File: src/hw/rtl/sobel_edge_magnitude_rgb_assert.svh
// assertion macros shared by the sobel edge magnitude rtl
// no dependencies; bodies are empty when SYNTH is defined
`ifndef SOBEL_EDGE_MAGNITUDE_RGB_ASSERT_SVH
`define SOBEL_EDGE_MAGNITUDE_RGB_ASSERT_SVH

`ifndef SYNTH
// same-cycle implication
`define SEM_ASSERT_IMPL(lbl, clk, rst_n, ante, cons, msg) \
	lbl: assert property (@(posedge clk) disable iff (!rst_n) (ante) |-> (cons)) \
		else $error(msg);
// next-cycle implication
`define SEM_ASSERT_NEXT(lbl, clk, rst_n, ante, cons, msg) \
	lbl: assert property (@(posedge clk) disable iff (!rst_n) (ante) |=> (cons)) \
		else $error(msg);
`else
`define SEM_ASSERT_IMPL(lbl, clk, rst_n, ante, cons, msg)
`define SEM_ASSERT_NEXT(lbl, clk, rst_n, ante, cons, msg)
`endif

`endif

File: src/hw/rtl/sem_pkg.sv
// shared constants and types for the sobel edge magnitude block
// no dependencies
package sem_pkg;

	// pixel and channel geometry
	localparam int PIX_W  = 8;
	localparam int CH_N   = 3;
	localparam int RGB_W  = PIX_W * CH_N;
	localparam int TAP_N  = 9;

	// configuration port
	localparam int CFG_IDX_W  = 2;
	localparam int CFG_DATA_W = 13;
	localparam logic [CFG_IDX_W-1:0] REG_IMAGE_WIDTH  = 2'd0;
	localparam logic [CFG_IDX_W-1:0] REG_IMAGE_HEIGHT = 2'd1;

	// register widths, reset values and limits
	localparam int WIDTH_W       = 11;
	localparam int HEIGHT_W      = 13;
	localparam int ROW_W         = 13;
	localparam int OROW_W        = 12;
	localparam int MIN_DIM       = 2;
	localparam int HEIGHT_LIMIT  = 4096;
	localparam int WIDTH_RESET   = 640;
	localparam int HEIGHT_RESET  = 480;
	localparam int DEF_MAX_WIDTH = 1024;

	// magnitude saturation
	localparam int SAT_LEVEL = 255;
	localparam int SAT_SUM   = SAT_LEVEL * SAT_LEVEL + SAT_LEVEL;

	// lane pipeline depth and result queue
	localparam int LANE_LAT   = 8;
	localparam int FIFO_DEPTH = 16;
	localparam int FIFO_AW    = $clog2(FIFO_DEPTH);
	localparam int CNT_W      = FIFO_AW + 1;

	// one channel of the 3x3 window, row-major, top-left first
	typedef logic [TAP_N-1:0][PIX_W-1:0] lane_taps_t;

endpackage

File: src/hw/rtl/sem_lane.sv
// one color channel: sobel gradients, squared sum and rounded square root
// depends on sem_pkg; taps pass through the gradient, square, sum, root and rounding registers to edge_mag
module sem_lane (
	input  logic                      clk,
	input  sem_pkg::lane_taps_t       taps,
	output logic [sem_pkg::PIX_W-1:0] edge_mag
);
	import sem_pkg::*;

	localparam int SUM_W  = PIX_W + 2;
	localparam int GRAD_W = SUM_W + 1;
	localparam int PROD_W = 2 * GRAD_W;
	localparam int SQ_W   = 20;
	localparam int ACC_W  = SQ_W + 1;
	localparam int VAL_W  = 2 * PIX_W;
	localparam int REM_W  = PIX_W + 2;
	localparam int STEP_W = REM_W + PIX_W;

	// one bit of the restoring square root: {remainder, root}
	function automatic logic [STEP_W-1:0] root_step(
		input logic [REM_W-1:0] rem,
		input logic [PIX_W-1:0] root,
		input logic [1:0]       pair
	);
		logic [REM_W+1:0] cur;
		logic [REM_W+1:0] trial;
		cur   = {rem, pair};
		trial = {2'b00, root, 2'b01};
		if (cur >= trial) begin
			root_step = {REM_W'(cur - trial), root[PIX_W-2:0], 1'b1};
		end else begin
			root_step = {cur[REM_W-1:0], root[PIX_W-2:0], 1'b0};
		end
	endfunction

	logic [SUM_W-1:0]         pos_x, neg_x, pos_y, neg_y;
	logic signed [GRAD_W-1:0] gx_s1, gy_s1;
	logic signed [PROD_W-1:0] prod_x, prod_y;
	logic [SQ_W-1:0]          gx2_s2, gy2_s2;
	logic [ACC_W-1:0]         acc;
	logic [VAL_W-1:0]         val_s3, val_s4, val_s5, val_s6;
	logic                     sat_s3, sat_s4, sat_s5, sat_s6, sat_s7;
	logic [STEP_W-1:0]        st4a, st4b, st5a, st5b, st6a, st6b, st7a, st7b;
	logic [PIX_W-1:0]         root_s4, root_s5, root_s6, root_s7;
	logic [REM_W-1:0]         rem_s4, rem_s5, rem_s6, rem_s7;
	logic [PIX_W-1:0]         edge_s8;

	// weighted column and row sums
	always_comb begin
		pos_x = SUM_W'(taps[2]) + {1'b0, taps[5], 1'b0} + SUM_W'(taps[8]);
		neg_x = SUM_W'(taps[0]) + {1'b0, taps[3], 1'b0} + SUM_W'(taps[6]);
		pos_y = SUM_W'(taps[6]) + {1'b0, taps[7], 1'b0} + SUM_W'(taps[8]);
		neg_y = SUM_W'(taps[0]) + {1'b0, taps[1], 1'b0} + SUM_W'(taps[2]);
	end

	// squares and their sum
	assign prod_x = gx_s1 * gx_s1;
	assign prod_y = gy_s1 * gy_s1;
	assign acc    = {1'b0, gx2_s2} + {1'b0, gy2_s2};

	// two root bits per stage
	always_comb begin
		st4a = root_step('0, '0, val_s3[15:14]);
		st4b = root_step(st4a[STEP_W-1:PIX_W], st4a[PIX_W-1:0], val_s3[13:12]);
		st5a = root_step(rem_s4, root_s4, val_s4[11:10]);
		st5b = root_step(st5a[STEP_W-1:PIX_W], st5a[PIX_W-1:0], val_s4[9:8]);
		st6a = root_step(rem_s5, root_s5, val_s5[7:6]);
		st6b = root_step(st6a[STEP_W-1:PIX_W], st6a[PIX_W-1:0], val_s5[5:4]);
		st7a = root_step(rem_s6, root_s6, val_s6[3:2]);
		st7b = root_step(st7a[STEP_W-1:PIX_W], st7a[PIX_W-1:0], val_s6[1:0]);
	end

	// lane pipeline
	always_ff @(posedge clk) begin
		gx_s1   <= $signed({1'b0, pos_x}) - $signed({1'b0, neg_x});
		gy_s1   <= $signed({1'b0, pos_y}) - $signed({1'b0, neg_y});
		gx2_s2  <= prod_x[SQ_W-1:0];
		gy2_s2  <= prod_y[SQ_W-1:0];
		val_s3  <= acc[VAL_W-1:0];
		sat_s3  <= (acc > ACC_W'(SAT_SUM));
		{rem_s4, root_s4} <= st4b;
		val_s4  <= val_s3;
		sat_s4  <= sat_s3;
		{rem_s5, root_s5} <= st5b;
		val_s5  <= val_s4;
		sat_s5  <= sat_s4;
		{rem_s6, root_s6} <= st6b;
		val_s6  <= val_s5;
		sat_s6  <= sat_s5;
		{rem_s7, root_s7} <= st7b;
		sat_s7  <= sat_s6;
		// round to nearest: up when remainder exceeds the root
		if (sat_s7) begin
			edge_s8 <= PIX_W'(SAT_LEVEL);
		end else if (rem_s7 > REM_W'(root_s7)) begin
			edge_s8 <= root_s7 + PIX_W'(1);
		end else begin
			edge_s8 <= root_s7;
		end
	end

	assign edge_mag = edge_s8;

endmodule
File: config.mk
export PLATFORM = sky130hd
export DESIGN_NAME = sem_lane
export DESIGN_NICKNAME = d
export VERILOG_FILES = /design/src/hw/rtl/sobel_edge_magnitude_rgb_assert.svh /design/src/hw/rtl/sem_pkg.sv /design/src/hw/rtl/sem_lane.sv
export SDC_FILE = /design/constraint.sdc
export NUM_CORES = 1
export LEC_CHECK = 0
export BUFFER_PORTS_ARGS = -buffer_cell sky130_fd_sc_hd__buf_2
export CAP_MARGIN = 30
export CORE_AREA = 2 2 134 267
export DETAILED_ROUTE_END_ITERATION = 8
export DIE_AREA = 0 0 136 269
export GPL_ROUTABILITY_DRIVEN = 1
export PLACE_DENSITY = 0.8
export SYNTH_ARGS = -nofsm -noshare
export SYNTH_HDL_FRONTEND = slang
export SYNTH_SLANG_ARGS = --single-unit
File: constraint.sdc
create_clock -name clk -period 4.7 [get_ports clk]
set_input_delay 1.41 -clock clk [delete_from_list [all_inputs] [get_ports clk]]
set_output_delay 1.41 -clock clk [all_outputs]
set_load 0.005 [all_outputs]
# After elaboration in Yosys (flattened, before gate mapping)
# Index checks and enable logic that the tools add are counted.
[classes]
muxes = 9
n_addsub = 20
magnitude_cmp = 10
mul = 2
[op_table]
columns = ["op", "count"]
rows = [
  ["18-bit 2-to-1 mux", 8],
  ["12-bit by 10-bit greater-or-equal comparator with 1-bit output", 7],
  ["10-bit subtractor", 7],
  ["10-bit by 8-bit adder with 10-bit output", 4],
  ["8-bit by 9-bit adder with 10-bit output", 4],
  ["11-bit by 11-bit multiplier with 20-bit output", 2],
  ["10-bit by 10-bit subtractor with 11-bit output", 2],
  ["20-bit by 20-bit adder with 21-bit output", 1],
  ["21-bit by 16-bit greater-than comparator with 1-bit output, second input constant", 1],
  ["10-bit by 8-bit greater-than comparator with 1-bit output", 1],
  ["8-bit by 1-bit adder with 8-bit output, second input constant", 1],
  ["8-bit 2-to-1 mux", 1],
  ["2-bit by 1-bit subtractor with 3-bit output, second input constant", 1],
  ["2-bit by 1-bit greater-or-equal comparator with 1-bit output, second input constant", 1],
]
[totals]
ff_bits = 187
elab_cells = 63

# Longest topological paths before layout
# Gate-level depths: netlist of run 1.
[logic_depth]
ltp_word = 4
mapped_depth = 22

# Worst setup path after synthesis of run 1
# Ideal clock, no wire load.
[synth_path]
path_kind = "register to register"
start = "reg gy_s1[2]"
end = "reg gy2_s2[19]"
slack_ns = -0.427
setup_ns = 0.121
path_stages_with_launch = 22
t_arrival_ns = 5.007
path_cell_list = "dfxtp_1 clkbuf_1 nand2_1 fa_1 inv_1 fa_1 inv_1 fa_1 inv_1 fa_1 inv_1 fa_1 inv_1 ha_1 o21a_1 nor2_1 a211o_1 a31oi_1 and4_1 o31a_1 nor2_1 xnor2_1"
[synth_between]
elab_chain_len = 1
[synth_rtl]
columns = ["element", "line_no", "text"]
rows = [
  ["start: declaration", "sem_lane.sv:37", "logic signed [GRAD_W-1:0] gx_s1, gy_s1;"],
  ["start signal: assignment", "sem_lane.sv:76", "gy_s1 <= $signed({1'b0, pos_y}) - $signed({1'b0, neg_y});"],
  ["11-bit by 11-bit multiplier with 20-bit output", "sem_lane.sv:58", "assign prod_y = gy_s1 * gy_s1;"],
  ["via prod_y[19]", "sem_lane.sv:38", "logic signed [PROD_W-1:0] prod_x, prod_y;"],
  ["end signal: assignment", "sem_lane.sv:78", "gy2_s2 <= prod_y[SQ_W-1:0];"],
  ["end: declaration", "sem_lane.sv:39", "logic [SQ_W-1:0] gx2_s2, gy2_s2;"],
]
# The timed path passes the listed nets, and every way through them passes these cells.
# A chain may end at the register's enable or synchronous reset.

# Final worst setup path of run 1
# Same ends and word-level chain as after synthesis.

==> summary.txt, run 1 <==
Floorplanning
  – DIE HEIGHT: roughly 270 microns
  – I/O pin total: slightly above 80
  – Total number of placement rows: between 90 and 100
  – Effective utilization at floorplan: about half
  – Floorplan die area: around 37000 sq um
  – Placeable core area: approximately 35000 sq um
  – Chip Width: 136 microns

Synth
  – Primary FF master, synth: sky130_fd_sc_hd__dfxtp_1
  – Distinct cell type count after synthesis: between 70 and 80
  – Post-synthesis cell count: between 1500 and 2000
  – Nets in the synthesized netlist: 2308
  – Syn Std Cell Area: approximately 17000 sq um
  – EDFF count, synth: 0
  – Share of flip-flops with an asynchronous set or reset after synthesis: 0%
  – Syn_area_per_cell: 9.44 sq um
  – Total of flip-flops plus latches after synthesis: 171
  – Number of warnings issued by yosys: 0
  – Sequential share of the synthesized area: roughly 20%

Critical path
  – Capturing point of the worst reg2reg path: gy2_s2[19]
  – Origin of the critical flop-to-flop path: gy_s1[2]
  – Largest driver fanout on the critical path: 6
  – Element type at the critical path end: flop
  – Arrival time reported for the critical path endpoint: ~5.2 ns
  – Startpoint Class: flop
  – Required time at the endpoint of the critical path: ~5 ns
  – Register-to-Register Setup Slack: -0.14 ns
  – Cell count of the worst reg-to-reg path: 17
  – Setup Crit Path Kind: reg -> reg

Placed design
  – Detail Placement HPWL: ~30000 microns
  – Count of input and output buffers: 72
  – Final estimated routing congestion in global placement: approximately 0.90
  – Placed cell count: between 2000 and 2500
  – Worst setup timing slack at the placement stage: -0.371 ns

Global route
  – Number of global-route vias before repair: around 14000
  – Aggregate global-route resource usage: 21.7%
  – Global route total overflow: 0
  – Pin count of the biggest net entering global routing: 20
  – Antenna violations before repair: 1
  – Wire length of the first global-routing pass: approximately 63000 microns

Job
  – Max-cap check violation count: 0

Timing
  – Final setup violation count: 6
  – Hold Slack: approximately 0.33 ns
  – Worst Max-Slew Pin Slew: 0.816 ns
  – Slew HR: about 45%
  – TNS Setup: -0.438 ns
  – Max Freq: 207 MHz
  – Number of pins with negative max-slew slack in the final report: 0
  – Fin Clk Skew: between 0.01 and 0.015 ns
  – Final worst path period need: roughly 4.8 ns
  – Final hold violation count: 0
  – Part of the cycle the worst path needs: 103%
  – Final WS setup: -0.139 ns
  – Setup repair after global routing missed its margin: true

Hold path
  – HP Start: val_s3[9]
  – Hold depth: 0
  – Endpoint of the worst hold-timing path: val_s4[9]
  – Min-Delay Path Class: reg -> reg

Routing
  – Drt first pass iters: 5
  – Via count: approximately 13000
  – DRC Markers: 0
  – Mean number of vias per cell: just over 5
  – Drt total wl: 38000 microns
  – WL/cell: about 15 microns
  – Iteration-0 DRC Markers: just under 600
  – Detail Route Antenna Nets: 0

Finish
  – Count of nets after finishing: around 2600
  – Post-route non-filler standard cell count: ~2500
  – Area added between synthesis and finish: 20.9%
  – Layout cells sized above 1: a little under a quarter

Clocking
  – TritonCTS clock tree: done
  – H-tree depth: 4
  – Sink Count: between 150 and 200
  – Clock transition at the registers of the reported paths: ~0.08 ns
  – Number of buffers created by CTS: 17
  – Clock root buffer master: sky130_fd_sc_hd__clkbuf_16
  – Clock Latency Late Sink: 0.45 ns
  – CTS hold repair buffers: 0
  – Largest buffer count on any clock path: 2

Status
  – Violated checks: setup timing
  – Run status: finished, violations left
==> layout make-up <==
| cell class | count | area [sq um] |
|---|---|---|
| antenna | 1 | 2.50 |
| sequential | 171 | 3490 |
| clock inverter | 15 | 193 |
| timing repair buffer | 270 | 1900 |
| fill | 2711 | 14000 |
| tap | 445 | 557 |
| multi-input combinational | 1185 | 12500 |
| clock buffer | 17 | 425 |
| inverter | 420 | 1580 |
==> what timing repair did <==
action | in CTS | in global routing
setup buffers | 15 | 12
resized for setup | 105 | 50
endpoints found under the setup margin | 14 | 16
pin swaps | 61 | 57
==> per-layer routing <==
metal | part of all wire [%] | GRT usage, %
met2 | 55 | 41.1
met4 | 3.9 | 9.40
met1 | 38 | 23.4
met5 | 0 | 0
met3 | 3.7 | 3.53
==> critical path, stage by stage, from the launching register on <==
cell                       delay [ns]
sky130_fd_sc_hd__dfxtp_4         0.38
sky130_fd_sc_hd__nand2b_1        0.19
sky130_fd_sc_hd__fa_1            0.55
sky130_fd_sc_hd__inv_1           0.06
sky130_fd_sc_hd__fa_1            0.58
sky130_fd_sc_hd__fa_1            0.45
sky130_fd_sc_hd__fa_1            0.51
sky130_fd_sc_hd__inv_1           0.06
sky130_fd_sc_hd__fa_1            0.53
sky130_fd_sc_hd__inv_1           0.06
sky130_fd_sc_hd__ha_4            0.28
sky130_fd_sc_hd__nand3_2         0.07
sky130_fd_sc_hd__a211o_1         0.29
sky130_fd_sc_hd__a31oi_4         0.21
sky130_fd_sc_hd__and4_1          0.22
sky130_fd_sc_hd__o31a_1          0.13
sky130_fd_sc_hd__nor2_2          0.04
sky130_fd_sc_hd__xnor2_1         0.12
==> state kept, by name (all words and copies together), names as in the netlist <==
name	count
gy2_s2	19
gx2_s2	19
val_s5	8
rem_s4	8
rem_s6	10
sat_s3	1
sat_s5	1
val_s3	16
val_s6	4
val_s4	12
root_s6	6
sat_s4	1
root_s7	8
gy_s1	11
sat_s6	1
rem_s5	10
rem_s7	10
sat_s7	1
edge_mag	8
root_s4	2
root_s5	4
gx_s1	11
==> how the worst max path moves through the flow <==
stage / start / to / slack [ns] / cells past startpoint
floorplan: gy_s1[0] / gy2_s2[19] / -0.02 / 20
global placement: gx_s1[3] / gx2_s2[17] / -0.28 / 19
detailed placement: gx_s1[3] / gx2_s2[17] / -0.37 / 19
CTS: gx_s1[2] / gx2_s2[17] / -0.08 / 19
global route: gy_s1[2] / gy2_s2[19] / -0.26 / 17
finish: gy_s1[2] / gy2_s2[19] / -0.14 / 17
==> per-stage QoR <==
step                      util [%]  area [sq um]
final                         59.5         20700
after global routing          59.5         20700
after CTS                     58.8         20400
after detailed placement      55.7         19300
after global placement        55.7         19300
after floorplan                  -         17400
==> synth_stat cells, drive strengths merged (20+ instances only) <==
cell / number / area share (%)
nor2: 93 / 2.0
xnor2: 85 / 4.4
nor3: 36 / 1.1
ha: 176 / 13
inv: 420 / 9.2
and2: 57 / 2.1
xor2: 29 / 1.5
o21ai: 44 / 1.3
dfxtp: 171 / 20
nor2b: 27 / 0.99
nand2b: 20 / 0.73
clkbuf: 28 / 0.62
nand2: 96 / 2.1
a21oi: 58 / 1.7
fa: 250 / 29
==> cell usage in the layout (no fill, tap or decap), drive strengths merged, types with 19 or more instances in the layout <==
master,netlist,layout
nor2b,27,27
dfxtp,171,171
nor2,93,93
nand2,96,96
nand3,19,19
ha,176,176
and2,57,57
o21ai,44,44
a21oi,58,58
nor3,36,36
buf,5,270
inv,420,427
nand2b,20,20
fa,250,250
xnor2,85,85
xor2,29,29
==> kinds of logic (layout without fill, tap and decap cells) <==
kind of cell	Yosys count	count (layout)	share of synthesized area (%)
buffers and inverters	453	722	10.1
muxes	16	16	1.15
adders and majority gates	426	426	42.2
AOI/OAI and AO/OA	214	214	8.35
other	0	1	0
xor gates and xnor gates	114	114	5.84
and+or+nand+nor	415	415	12.3
DFF	171	171	20.0
Power of run 1 is left out: the tool's default activity adds up to more than one toggle a clock period on the data nets, which glitch-free logic cannot reach.
==> inputs of run 2 (changes only) <==
--- a/config.mk
+++ b/config.mk
@@ -11,7 +11,9 @@
 export DETAILED_ROUTE_END_ITERATION = 8
 export DIE_AREA = 0 0 136 269
 export GPL_ROUTABILITY_DRIVEN = 1
+export GPL_TIMING_DRIVEN = 0
 export PLACE_DENSITY = 0.8
+export RECOVER_POWER = 25
 export SYNTH_ARGS = -nofsm -noshare
 export SYNTH_HDL_FRONTEND = slang
 export SYNTH_SLANG_ARGS = --single-unit
==> run 2 against run 1 <==
  * Cell area shrank 1.8%
  * The run still ends with setup timing left
  * Sequential cell count is the same
  * Global-route usage grew 0.23 points
  * Worst setup slack lost 0.15 ns
  * Routed wire length grew 5.4%
  * First-iteration DRC count grew 16%
  * Clock-buffer cell count grew 2
  * Sequential share of layout area grew 0.27 points
  * Non-clock buffer count shrank 83
  * Utilization shrank 1.1 points
  * Hold slack lost 0.0099 ns
==> summary.txt, run 2 (synthesis gave the netlist of run 1 again) <==
Status
  – Run status: finished, violations left
  – Violated checks: setup timing

Critical path
  – Largest driver fanout on the critical path: 6 (unchanged)
  – Startpoint Class: flop
  – Register-to-Register Setup Slack: -0.29 ns (-0.15 ns)
  – Cell with the largest stage delay on the worst path: sky130_fd_sc_hd__fa_1
  – Cell breakdown of the critical path: buf_8 -> clkinvlp_4 -> buf_4 -> fa_1 -> fa_1 -> inv_1 -> fa_1 -> fa_1 -> inv_1 -> fa_1 -> inv_2 -> ha_4 -> o21a_1 -> nor2_1 -> a211o_1 -> a31oi_4 -> and4_1 -> o31a_1 -> nor2_2 -> xnor2_1
  – Required time at the endpoint of the critical path: 5.02 ns (-0.03 ns)
  – Capturing element of the worst setup path: gy2_s2[19]
  – Cell count of the worst reg-to-reg path: 20 (+3)
  – Capturing point of the worst reg2reg path: gy2_s2[19]
  – Element type at the critical path end: flop
  – Cell type with the highest occurrence count on the critical path: sky130_fd_sc_hd__fa_1
  – Setup Crit Path Kind: reg -> reg
  – Arrival time reported for the critical path endpoint: 5.31 ns (+0.12 ns)
  – Origin of the critical flop-to-flop path: gy_s1[4]
  – Slowest Stage Delay on Critical Path: 0.55 ns (-0.03 ns)
  – First element of the critical path: gy_s1[4]

Routing
  – DRC Markers: 0 (unchanged)
  – Via count: 13000 (+1.6%)
  – Detail Route Antenna Nets: 0 (unchanged)
  – WL/cell: 16.4 microns (+9.1%)
  – Drt total wl: 40100 microns (+5.4%)
  – Mean number of vias per cell: 5.33 (+5.1%)
  – Iteration-0 DRC Markers: 682 (+16%)
  – Drt first pass iters: 5 (unchanged)

Floorplanning
  – Total number of placement rows: 97 (unchanged)
  – Effective utilization at floorplan: 49.2% (unchanged)
  – Floorplan die area: 36600 sq um (unchanged)
  – Chip Width: 136 microns (unchanged)
  – DIE HEIGHT: 269 microns (unchanged)
  – Placeable core area: 34700 sq um (unchanged)
  – I/O pin total: 81 (unchanged)

Job
  – Max-cap check violation count: 0 (unchanged)

Timing
  – Part of the cycle the worst path needs: 106% (+3.1 points)
  – Number of pins with negative max-slew slack in the final report: 0 (unchanged)
  – Setup repair after global routing missed its margin: true
  – Final setup violation count: 8 (+2)
  – Final hold violation count: 0 (unchanged)
  – Fin Clk Skew: 0.0112 ns (-0.00214 ns)
  – Max Freq: 201 MHz (-2.9%)
  – Slew HR: 41.3% (-4.0 points)
  – Final worst path period need: 4.99 ns (+0.146 ns)
  – Worst Max-Slew Pin Slew: 0.869 ns (+0.0532 ns)
  – Final WS setup: -0.286 ns (-0.146 ns)

Clocking
  – TritonCTS clock tree: done
  – H-tree depth: 4 (unchanged)
  – Clock transition at the registers of the reported paths: 0.07 ns (about the same)
  – Sink Count: 171 (unchanged)
  – Number of buffers created by CTS: 17 (unchanged)
  – Clock Latency Late Sink: 0.44 ns (about the same)
  – Clock root buffer master: sky130_fd_sc_hd__clkbuf_16
  – Largest buffer count on any clock path: 2 (unchanged)

Hold path
  – Min-Delay Path Class: reg -> reg

Placed design
  – Cell Area, Placed: 18300 sq um (-5.3%)
  – Count of input and output buffers: 72 (unchanged)
  – Final estimated routing congestion in global placement: 0.887 (-1.4%)
  – Detail Placement HPWL: 29100 microns (-4.1%)

Global route
  – Number of global-route vias before repair: 14000 (+0.42%)
  – Aggregate global-route resource usage: 22.0% (+0.23 points)
  – Pin count of the biggest net entering global routing: 18 (-10%)
  – Antenna violations before repair: 1 (unchanged)
  – Wire length of the first global-routing pass: 63400 microns (+0.42%)
  – Global route total overflow: 0 (unchanged)

Finish
  – Count of nets after finishing: 2481 (-3.2%)
  – Most common cell after layout, fill and taps aside: sky130_fd_sc_hd__inv_1
  – Largest registers: gx2_s2: 19 flops, gy2_s2: 19 flops, val_s3: 16 flops
  – Area added between synthesis and finish: 18.8%
  – Layout cells sized above 1: 21.0% (-2.4 points)
  – Layout Cell Area excl Fill: 20300 sq um (-1.8%)
  – Count of inserted antenna diode cells: 0 (-1)
  – Most frequent cells in the layout: sky130_fd_sc_hd__inv_1 (388), sky130_fd_sc_hd__fa_1 (238), sky130_fd_sc_hd__ha_1 (154)
[run 2: through the flow]
step / util [%] / setup TNS, ns / hold WS, ns / instances / setup WS (ns)
3_3_place_gp: 52.7 / -5.19 / 0.310 / 2326 / -0.628
4_1_cts: 57.1 / -0.489 / 0.318 / 2415 / -0.207
6_report: 58.5 / -1.03 / 0.317 / 2440 / -0.286
3_5_place_dp: 52.7 / -6.98 / 0.312 / 2326 / -0.742
2_1_floorplan: - / -0.0200 / 0.310 / 1809 / -0.0200
5_1_grt: 58.5 / -2.58 / 0.328 / 2440 / -0.458
[run 2: layer usage]
| layer | global-route usage (%) | part of all wire [%] | vias to the layer above | routed length, microns |
|---|---|---|---|---|
| li1 | - | - | 6023 | - |
| met1 | 23.1 | 36 | 6410 | 14500 |
| met2 | 41.8 | 55 | 422 | 21900 |
| met3 | 3.78 | 4.5 | 155 | 1810 |
| met4 | 10.1 | 4.7 | 2 | 1870 |
| met5 | 0 | 0.042 | - | 17 |
[run 2: worst max-delay path, delay by kind of cell (launching register included)]
kind	cells	cell delay [ns]
xor gates and xnor gates	1	0.12
adders and majority gates	6	2.62
buffers and inverters	6	0.61
AOI/OAI and AO/OA	4	0.82
DFF	1	0.33
and+or+nand+nor	3	0.35
[run 2: worst min-delay path by stage]
stage                     depth (start not counted)       start    endpoint
after floorplan                                   0      sat_s3      sat_s4
after global placement                            0  val_s3[10]  val_s4[10]
after detailed placement                          0   val_s3[5]   val_s4[5]
after CTS                                         0   val_s5[1]   val_s6[1]
after global routing                              0   val_s5[2]   val_s6[2]
final                                             0   val_s5[0]   val_s6[0]
[run 2: layout make-up]
| cell class | count | area, sq um |
|---|---|---|
| multi-input combinational | 1185 | 12700 |
| clock inverter | 13 | 128 |
| timing repair buffer | 155 | 1060 |
| sequential | 171 | 3480 |
| tap | 445 | 557 |
| clock buffer | 19 | 443 |
| fill | 2722 | 14400 |
| buffer | 32 | 364 |
| inverter | 420 | 1600 |
[run 2: timing repair]
item                                    in CTS  in global routing
setup buffers                               58                 28
pin swaps                                   79                 86
endpoints found under the setup margin      19                 19
cloned                                       0                  0
gates resized for setup                    126                 79
hold buffers                                 0                  0
Power of run 2 is left out for the same reason.
